===== src/sv/shrs_pkg.sv =====
package shrs_pkg;

    // item operations
    localparam logic OP_INSERT   = 1'b0;
    localparam logic OP_SCHEDULE = 1'b1;

    // selection policies
    localparam logic POLICY_SJF  = 1'b0;
    localparam logic POLICY_HRRN = 1'b1;

    // result status codes
    localparam logic [1:0] ST_INSERTED = 2'd0;
    localparam logic [1:0] ST_FULL     = 2'd1;
    localparam logic [1:0] ST_DISPATCH = 2'd2;
    localparam logic [1:0] ST_NONE     = 2'd3;

    // configuration register indexes
    localparam int CFG_IDX_W  = 2;
    localparam int CFG_DATA_W = 9;
    localparam logic [CFG_IDX_W-1:0] CFG_POLICY = 2'd0;
    localparam logic [CFG_IDX_W-1:0] CFG_ALPHA  = 2'd1;

    localparam logic [8:0] ALPHA_ONE   = 9'd256;
    localparam logic [8:0] ALPHA_RESET = 9'd128;

    // shared multiplier: wait or alpha (32) times estimate or burst (24)
    localparam int MUL_A_W = 32;
    localparam int MUL_B_W = 24;
    localparam int MUL_P_W = MUL_A_W + MUL_B_W;

    typedef struct packed {
        logic        op;
        logic [7:0]  proc_id;
        logic [15:0] last_burst;
        logic [23:0] prior_estimate;
        logic        needs_estimate;
        logic [31:0] now_ms;
        logic [3:0]  free_slots;
    } t_sched_in;

    typedef struct packed {
        logic [1:0] status;
        logic [7:0] dispatched_id;
        logic [4:0] ready_count;
    } t_sched_out;

    typedef struct packed {
        logic [7:0]  id;
        logic [23:0] estimate;
        logic [31:0] arrival;
    } t_entry;

endpackage


===== src/sv/sjf_hrrn_ready_scheduler_unit.sv =====
// Channel   Ports                               Transfer
// item in   start, busy, i_item (t_sched_in)    start high while busy low
// result    o_valid, o_result (t_sched_out)     o_valid high for one cycle
// config    i_cfg_we, i_cfg_idx, i_cfg_data     i_cfg_we high, no wait
//
// One item at a time; busy holds until its last step, the result shows in the cycle after
// it and the receiver cannot stall it. A full table or a schedule that dispatches nothing
// answers straight from idle. An insert first runs the estimate update when asked, then
// searches the slots in order for the first free one. A schedule evaluates all READY_DEPTH
// slots (in HRRN with extra product and compare steps per occupied slot after the first when
// it and the best so far have nonzero estimates), then an age-rank sweep, skipped when the
// youngest entry leaves. Reset is synchronous and empties the table at once.
module sjf_hrrn_ready_scheduler_unit
    import shrs_pkg::*;
#(
    parameter int READY_DEPTH = 16
) (
    input  logic                  i_clk,
    input  logic                  i_rst_n,
    input  logic                  start,
    output logic                  busy,
    input  t_sched_in             i_item,
    output logic                  o_valid,
    output t_sched_out            o_result,
    input  logic                  i_cfg_we,
    input  logic [CFG_IDX_W-1:0]  i_cfg_idx,
    input  logic [CFG_DATA_W-1:0] i_cfg_data
);

    localparam int IW = $clog2(READY_DEPTH);
    localparam int CW = $clog2(READY_DEPTH + 1);
    localparam logic [IW-1:0] LAST_IDX = IW'(READY_DEPTH - 1);
    localparam logic [CW-1:0] FULL_CNT = CW'(READY_DEPTH);

    typedef enum logic [3:0] {
        S_IDLE,
        S_EST1,
        S_EST2,
        S_EST3,
        S_FIND,
        S_EVAL,
        S_MUL2,
        S_CMP,
        S_DEL,
        S_SWEEP
    } t_state;

    t_state            r_state, n_state;
    t_sched_in         r_item, n_item;
    logic [IW-1:0]     r_idx, n_idx;
    logic [CW-1:0]     r_count, n_count;
    logic [23:0]       r_est, n_est;
    logic [31:0]       r_acc, n_acc;
    logic [MUL_P_W-1:0] r_lc, n_lc;
    logic              r_have, n_have;
    logic [IW-1:0]     r_bidx, n_bidx;
    logic [23:0]       r_best_est, n_best_est;
    logic [31:0]       r_best_wait, n_best_wait;
    logic [IW-1:0]     r_best_ord, n_best_ord;
    logic [7:0]        r_best_id, n_best_id;
    logic              r_res_valid, n_res_valid;
    t_sched_out        r_result, n_result;

    logic              r_policy;
    logic [8:0]        r_alpha;

    logic [MUL_A_W-1:0] mul_a;
    logic [MUL_B_W-1:0] mul_b;
    logic [MUL_P_W-1:0] mul_p;

    logic              ent_we;
    t_entry            ent_wdata;
    logic              ord_we;
    logic [IW-1:0]     ord_addr;
    logic [IW-1:0]     ord_wdata;
    logic              clr_en;
    t_entry            ent_rd;
    logic [IW-1:0]     ord_rd;
    logic [READY_DEPTH-1:0] valid_vec;

    logic [8:0]        alpha_sat;
    logic [31:0]       cand_wait;
    logic [31:0]       est_sum;
    logic              older;
    logic              above;
    logic              accept;

    assign accept    = start && (r_state == S_IDLE);
    assign alpha_sat = (r_alpha > ALPHA_ONE) ? ALPHA_ONE : r_alpha;
    assign cand_wait = r_item.now_ms - ent_rd.arrival;
    assign est_sum   = r_acc + mul_p[31:0];
    assign older     = ord_rd < r_best_ord;

    shrs_mul u_mul (
        .i_clk (i_clk),
        .i_a   (mul_a),
        .i_b   (mul_b),
        .o_p   (mul_p)
    );

    shrs_table #(
        .DEPTH (READY_DEPTH),
        .IW    (IW)
    ) u_table (
        .i_clk       (i_clk),
        .i_rst_n     (i_rst_n),
        .i_ent_we    (ent_we),
        .i_ent_addr  (r_idx),
        .i_ent_wdata (ent_wdata),
        .i_ord_we    (ord_we),
        .i_ord_addr  (ord_addr),
        .i_ord_wdata (ord_wdata),
        .i_clr_en    (clr_en),
        .i_clr_addr  (r_bidx),
        .i_raddr     (n_idx),
        .o_ent_rdata (ent_rd),
        .o_ord_rdata (ord_rd),
        .o_valid     (valid_vec)
    );

    always_comb begin
        mul_a = '0;
        mul_b = '0;
        unique case (r_state)
            S_EST1: begin
                mul_a = MUL_A_W'(alpha_sat);
                mul_b = {r_item.last_burst, 8'h00};
            end
            S_EST2: begin
                mul_a = MUL_A_W'(ALPHA_ONE - alpha_sat);
                mul_b = r_item.prior_estimate;
            end
            S_EVAL: begin
                mul_a = cand_wait;
                mul_b = r_best_est;
            end
            S_MUL2: begin
                mul_a = r_best_wait;
                mul_b = ent_rd.estimate;
            end
            default: begin
            end
        endcase
    end

    // rank of the candidate slot against the best so far
    always_comb begin
        above = older;
        if (r_state == S_CMP) begin
            if (r_lc != mul_p) begin
                above = r_lc > mul_p;
            end
        end else if (r_policy == POLICY_SJF) begin
            if (ent_rd.estimate != r_best_est) begin
                above = ent_rd.estimate < r_best_est;
            end
        end else if ((ent_rd.estimate == 24'd0) != (r_best_est == 24'd0)) begin
            above = ent_rd.estimate == 24'd0;
        end
    end

    always_comb begin
        n_state     = r_state;
        n_item      = r_item;
        n_idx       = r_idx;
        n_count     = r_count;
        n_est       = r_est;
        n_acc       = r_acc;
        n_lc        = r_lc;
        n_have      = r_have;
        n_bidx      = r_bidx;
        n_best_est  = r_best_est;
        n_best_wait = r_best_wait;
        n_best_ord  = r_best_ord;
        n_best_id   = r_best_id;
        n_res_valid = 1'b0;
        n_result    = r_result;
        ent_we      = 1'b0;
        ent_wdata   = '{id: r_item.proc_id, estimate: r_est, arrival: r_item.now_ms};
        ord_we      = 1'b0;
        ord_addr    = r_idx;
        ord_wdata   = ord_rd - IW'(1);
        clr_en      = 1'b0;

        unique case (r_state)
            S_IDLE: begin
                if (accept) begin
                    n_item = i_item;
                    n_idx  = '0;
                    if (i_item.op == OP_INSERT) begin
                        n_est = i_item.prior_estimate;
                        if (r_count == FULL_CNT) begin
                            n_res_valid = 1'b1;
                            n_result    = '{ST_FULL, 8'd0, 5'(r_count)};
                        end else if (i_item.needs_estimate) begin
                            n_state = S_EST1;
                        end else begin
                            n_state = S_FIND;
                        end
                    end else if (i_item.free_slots == 4'd0 || r_count == '0) begin
                        n_res_valid = 1'b1;
                        n_result    = '{ST_NONE, 8'd0, 5'(r_count)};
                    end else begin
                        n_have  = 1'b0;
                        n_state = S_EVAL;
                    end
                end
            end
            S_EST1: begin
                n_state = S_EST2;
            end
            S_EST2: begin
                n_acc   = mul_p[31:0];
                n_state = S_EST3;
            end
            S_EST3: begin
                n_est   = est_sum[31:8];
                n_state = S_FIND;
            end
            S_FIND: begin
                if (!valid_vec[r_idx]) begin
                    ent_we      = 1'b1;
                    ord_we      = 1'b1;
                    ord_wdata   = IW'(r_count);
                    n_count     = r_count + CW'(1);
                    n_res_valid = 1'b1;
                    n_result    = '{ST_INSERTED, 8'd0, 5'(n_count)};
                    n_state     = S_IDLE;
                end else begin
                    n_idx = r_idx + IW'(1);
                end
            end
            S_EVAL, S_CMP: begin
                if (r_state == S_EVAL && valid_vec[r_idx] && r_have &&
                    r_policy == POLICY_HRRN && ent_rd.estimate != 24'd0 &&
                    r_best_est != 24'd0) begin
                    // product of candidate wait and best estimate is in flight
                    n_state = S_MUL2;
                end else begin
                    if (valid_vec[r_idx] && (!r_have || above)) begin
                        n_have      = 1'b1;
                        n_bidx      = r_idx;
                        n_best_est  = ent_rd.estimate;
                        n_best_wait = cand_wait;
                        n_best_ord  = ord_rd;
                        n_best_id   = ent_rd.id;
                    end
                    if (r_idx == LAST_IDX) begin
                        n_state = S_DEL;
                    end else begin
                        n_idx   = r_idx + IW'(1);
                        n_state = S_EVAL;
                    end
                end
            end
            S_MUL2: begin
                n_lc    = mul_p;
                n_state = S_CMP;
            end
            S_DEL: begin
                clr_en  = 1'b1;
                n_count = r_count - CW'(1);
                n_idx   = '0;
                if (r_best_ord == IW'(n_count)) begin
                    n_res_valid = 1'b1;
                    n_result    = '{ST_DISPATCH, r_best_id, 5'(n_count)};
                    n_state     = S_IDLE;
                end else begin
                    n_state = S_SWEEP;
                end
            end
            S_SWEEP: begin
                // close the age-rank gap left by the removed entry
                if (valid_vec[r_idx] && ord_rd > r_best_ord) begin
                    ord_we = 1'b1;
                end
                if (r_idx == LAST_IDX) begin
                    n_res_valid = 1'b1;
                    n_result    = '{ST_DISPATCH, r_best_id, 5'(r_count)};
                    n_state     = S_IDLE;
                end else begin
                    n_idx = r_idx + IW'(1);
                end
            end
            default: begin
                n_state = S_IDLE;
            end
        endcase
    end

    always_ff @(posedge i_clk) begin
        if (!i_rst_n) begin
            r_state     <= S_IDLE;
            r_count     <= '0;
            r_have      <= 1'b0;
            r_res_valid <= 1'b0;
        end else begin
            r_state     <= n_state;
            r_count     <= n_count;
            r_have      <= n_have;
            r_res_valid <= n_res_valid;
        end
        r_item      <= n_item;
        r_idx       <= n_idx;
        r_est       <= n_est;
        r_acc       <= n_acc;
        r_lc        <= n_lc;
        r_bidx      <= n_bidx;
        r_best_est  <= n_best_est;
        r_best_wait <= n_best_wait;
        r_best_ord  <= n_best_ord;
        r_best_id   <= n_best_id;
        r_result    <= n_result;
    end

    always_ff @(posedge i_clk) begin
        if (!i_rst_n) begin
            r_policy <= POLICY_SJF;
            r_alpha  <= ALPHA_RESET;
        end else if (i_cfg_we) begin
            unique case (i_cfg_idx)
                CFG_POLICY: r_policy <= i_cfg_data[0];
                CFG_ALPHA:  r_alpha  <= i_cfg_data;
                default: begin
                end
            endcase
        end
    end

    assign busy     = (r_state != S_IDLE);
    assign o_valid  = r_res_valid;
    assign o_result = r_result;

endmodule


===== src/sv/shrs_mul.sv =====
module shrs_mul
    import shrs_pkg::*;
(
    input  logic               i_clk,
    input  logic [MUL_A_W-1:0] i_a,
    input  logic [MUL_B_W-1:0] i_b,
    output logic [MUL_P_W-1:0] o_p
);

    logic [MUL_P_W-1:0] r_p;

    always_ff @(posedge i_clk) begin
        r_p <= MUL_P_W'(i_a) * MUL_P_W'(i_b);
    end

    assign o_p = r_p;

endmodule


===== src/sv/shrs_table.sv =====
module shrs_table
    import shrs_pkg::*;
#(
    parameter int DEPTH = 16,
    parameter int IW    = 4
) (
    input  logic             i_clk,
    input  logic             i_rst_n,
    input  logic             i_ent_we,
    input  logic [IW-1:0]    i_ent_addr,
    input  t_entry           i_ent_wdata,
    input  logic             i_ord_we,
    input  logic [IW-1:0]    i_ord_addr,
    input  logic [IW-1:0]    i_ord_wdata,
    input  logic             i_clr_en,
    input  logic [IW-1:0]    i_clr_addr,
    input  logic [IW-1:0]    i_raddr,
    output t_entry           o_ent_rdata,
    output logic [IW-1:0]    o_ord_rdata,
    output logic [DEPTH-1:0] o_valid
);

    t_entry           mem_ent [DEPTH];
    logic [IW-1:0]    mem_ord [DEPTH];
    t_entry           r_ent_rdata;
    logic [IW-1:0]    r_ord_rdata;
    logic [DEPTH-1:0] r_valid;

    always_ff @(posedge i_clk) begin
        if (i_ent_we) begin
            mem_ent[i_ent_addr] <= i_ent_wdata;
        end
        r_ent_rdata <= mem_ent[i_raddr];
    end

    always_ff @(posedge i_clk) begin
        if (i_ord_we) begin
            mem_ord[i_ord_addr] <= i_ord_wdata;
        end
        r_ord_rdata <= mem_ord[i_raddr];
    end

    always_ff @(posedge i_clk) begin
        if (!i_rst_n) begin
            r_valid <= '0;
        end else begin
            if (i_ent_we) begin
                r_valid[i_ent_addr] <= 1'b1;
            end
            if (i_clr_en) begin
                r_valid[i_clr_addr] <= 1'b0;
            end
        end
    end

    assign o_ent_rdata = r_ent_rdata;
    assign o_ord_rdata = r_ord_rdata;
    assign o_valid     = r_valid;

endmodule


===== config.mk =====
export PLATFORM = sky130hd
export DESIGN_NAME = sjf_hrrn_ready_scheduler_unit
export DESIGN_NICKNAME = d
export VERILOG_FILES = /design/src/sv/shrs_pkg.sv /design/src/sv/sjf_hrrn_ready_scheduler_unit.sv /design/src/sv/shrs_mul.sv /design/src/sv/shrs_table.sv
export SDC_FILE = /design/constraint.sdc
export NUM_CORES = 2
export LEC_CHECK = 0
export BUFFER_PORTS_ARGS = -buffer_cell sky130_fd_sc_hd__buf_2
export CORE_ASPECT_RATIO = 1.2
export CORE_UTILIZATION = 50
export CTS_BUF_LIST = sky130_fd_sc_hd__clkbuf_8
export CTS_CLUSTER_SIZE = 20
export DETAILED_ROUTE_END_ITERATION = 7
export PLACE_DENSITY = 0.66
export SYNTH_ARGS = -nofsm -noshare
export SYNTH_HDL_FRONTEND = slang
export SYNTH_HIERARCHICAL = 1
export SYNTH_SLANG_ARGS = --single-unit

===== constraint.sdc =====
create_clock -name i_clk -period 12 [get_ports i_clk]
set_clock_uncertainty 0.2 [all_clocks]
set_input_delay 1.2 -clock i_clk [delete_from_list [all_inputs] [get_ports i_clk]]
set_output_delay 1.2 -clock i_clk [all_outputs]
set_load 0.03 [all_outputs]

==> results by group <==
Outcome
  – Status: finished, final reports clean

Synthesis
  – Commonest register cell after synthesis: edfxtp_1
  – Post-synth top area share: 48.2%
  – Syn nets: approximately 7,300
  – Seq/Total Area, Yosys: around 52%
  – Area leader, netlist: edfxtp_1
  – Cells after Synth: slightly above 6,000
  – Synth cell types: 82
  – Yosys warns: 6
  – Yosys reg bits: roughly 1,500
  – Syn Area/Cell: about 14 um2
  – Synth area leaders: edfxtp_1 (48%), fa_1 (16%), mux4_2 (7.3%)
  – Post-synth ARST share: 0%
  – Number of synthesized flops with an enable pin: around 1,400
  – Mapped Area: about 85,000 um2

Setup path
  – Slowest CP cell: a22o_1
  – CP max stage delay: roughly 0.86 ns
  – Arrival time worst endpoint: ~12 ns
  – Crit path launch type: register
  – Most used cell, CP: fa_1
  – Critical path required time: ~13 ns
  – Setup CP Type: reg -> reg
  – FF-to-FF path depth: 34
  – CP max FO: 20
  – Reg2Reg Setup Slack: approximately 0.78 ns
  – Crit path capture type: register

Clock tree
  – Num CTS Buffers: about 220
  – Clk_lat worst skew: about 0.95 ns
  – CTS clk-pin slew, worst paths: 0.08 ns
  – CTS tree: built
  – Root Buffer: clkbuf_8
  – CTS Hold Bufs: 0
  – Setup Buffers After CTS: 0
  – Clock Path Buffers: 3
  – Clk sink count: approximately 1,500
  – Post-CTS sizing: 0
  – # H-tree levels: 4

Route
  – Wire per inst: about 25 um
  – Drt pass-1 iters: 8
  – Initial drt markers: between 4,000 and 5,000
  – DR DRC count: 0
  – Detailed-route via count: 51,100
  – Post-route ant nets: 0
  – Vias per cell: around 5.8
  – Routed WL: roughly 220,000 um

GRT
  – Total track usage: a little over a quarter
  – Initial antenna violation count: 27
  – Global-route wire length before repair: 335,000 um
  – Largest net degree at the start of global routing: 75
  – Grt ovf: 0
  – Vias in the first global route: approximately 54,000

Pwr
  – Leakage: 36.2 nW
  – Clock share of power: 25.5%
  – Design Power: roughly 16 mW
  – PwrDens: between 150 and 200 nW/um2
  – Max IR drop VDD: between 0.1 and 0.15 mV
  – Sequential power share: 46.7%
  – Switching pwr: around 5.5 mW
  – Internal power: between 10 and 15 mW
  – Combinational Power Share: 27.9%
  – Sw Ratio: between 30 and 40%

Worst hold path
  – Worst hold-check path type: reg -> reg
  – Hold path depth: 0

Floorplanning
  – DIE WIDTH: 379 um
  – Row count: ~170
  – Total die area: ~170,000 um2
  – IO Pins: approximately 120
  – Core Area: about 170,000 um2
  – Initial Util: roughly half
  – Chip Height: between 400 and 500 um

Flow run
  – Max Cap Violations: 0

Final layout
  – Nets: 7,437
  – Layout cells sized above 1: approximately 14%
  – Commonest non-fill, non-tap cell in the layout: edfxtp_1
  – Layout Cells excl Fill: ~8,800
  – Most frequent cells in the layout: edfxtp_1 (1,367), inv_1 (961), fa_1 (659)
  – P&R area growth vs syn: 9.39%

STA
  – Slew Viols, Final: 0
  – Final worst path period need: 11.22 ns
  – Max Freq: a little under 90 MHz
  – Worst-margin pin slew: between 1 and 1.5 ns
  – Final Cycle Share: ~94%
  – Slew headroom: between 10% and 20%
  – RSZ-0062 raised after global routing: no
  – Setup Viol. Count Final: 0
  – Final hold vios: 0
  – Setup TNS: 0 ns

Place
  – Hpwl dp: ~150,000 um
  – DP Cell Count: 8,377
  – Port Buf Inserts: around 120
  – GP Congestion: 0.946
[Yosys cell counts (8+ instances only)]
cell type / number
edfxtp_1: 1367
inv_1: 872
fa_1: 659
nand2_1: 616
and2_1: 393
ha_1: 333
mux4_2: 277
clkbuf_1: 232
a22oi_1: 173
dfxtp_1: 165
a21oi_1: 138
nor2_1: 127
o21ai_0: 121
xnor2_1: 87
a21o_1: 73
nand3_1: 42
xor2_1: 38
nand4_1: 37
buf_2: 30
nor3_1: 27
and3_1: 26
a22o_1: 24
nand2b_1: 23
mux2i_1: 22
nor4_1: 21
nor2b_1: 19
o21bai_1: 18
o21a_1: 17
o221a_2: 16
a211oi_1: 15
a31oi_1: 14
o211ai_1: 13
buf_4: 8
nand3b_1: 8
[critical path, delay by kind of cell, from the launching register on]
family                     cells  cell delay, ns
xor gates and xnor gates       2            0.67
AOI/OAI and AO/OA             10            3.29
DFF                            1            0.58
buffers and inverters          7            0.46
adders and majority gates     10            4.64
and+or+nand+nor                5            1.33
[layer usage]
metal	vias up	wire length (um)	track usage, %	part of all wire [%]
li1	21900	-	-	-
met1	26700	86900	34.4	39
met2	2083	110000	43.7	50
met3	451	16700	4.87	7.5
met4	18	7790	10.2	3.5
met5	-	107	0	0.048
[final cells by class]
type,instances,area (um2)
clock inverters,173,1060
repair buffers,243,1560
clock buffers,242,3330
inverters,873,3280
flip-flops and latches,1532,44400
fillers,13900,75600
multi-input cells,3475,36700
diodes,14,35.0
well taps,2254,2820
[registers in the layout (all words and copies together) (netlist names), 5 cells and up]
name and flops:
r_count 5, r_lc 56, u_table/o_valid 16, o_result 15, u_table/mem_ord 64, r_item 40, r_acc 32, u_mul/o_p 56
ent_wdata 40, u_table/o_ent_rdata 64, r_best_id 8, r_best_wait 32, r_est 24, r_best_est 24, u_table/mem_ent 1024, r_alpha 9
[kinds of logic after synthesis]
logic type	after synthesis	share of synthesized area, %
muxes	301	7.62
xor gates and xnor gates	125	1.29
adders and majority gates	993	20.4
and+or+nand+nor	1367	7.83
AOI/OAI and AO/OA	689	5.57
DFF	1532	52.1
buffers and inverters	1151	5.17
[worst paths after layout]
path,to,startpoint
max,u_mul/o_p[48],ent_wdata[0]
min,r_best_id[0],u_table/o_ent_rdata[56]
max reg2reg,u_mul/o_p[48],ent_wdata[0]
min reg2reg,r_best_id[0],u_table/o_ent_rdata[56]
[power groups by stage]
stage	clock network (mW)	logic (mW)	registers [mW]
after floorplan	0	2.78	7.36
after global placement	0	4.35	7.53
after detailed placement	0	4.40	7.56
after CTS	4.15	4.42	7.46
after global routing	4.37	4.76	7.53
final	4.07	4.45	7.45
[metrics by stage]
step	instance area (um2)	hold slack, ns	utilization, %	setup WS (ns)
3_3_place_gp	88700	0.189	52.6	1.00
2_1_floorplan	85100	0.186	-	1.80
6_report	93100	0.203	55.2	0.776
3_5_place_dp	88700	0.192	52.6	0.935
5_1_grt	93100	0.174	55.2	0.275
4_1_cts	93100	0.140	55.2	0.866
Note: power is estimated with default switching activity, not from simulation.
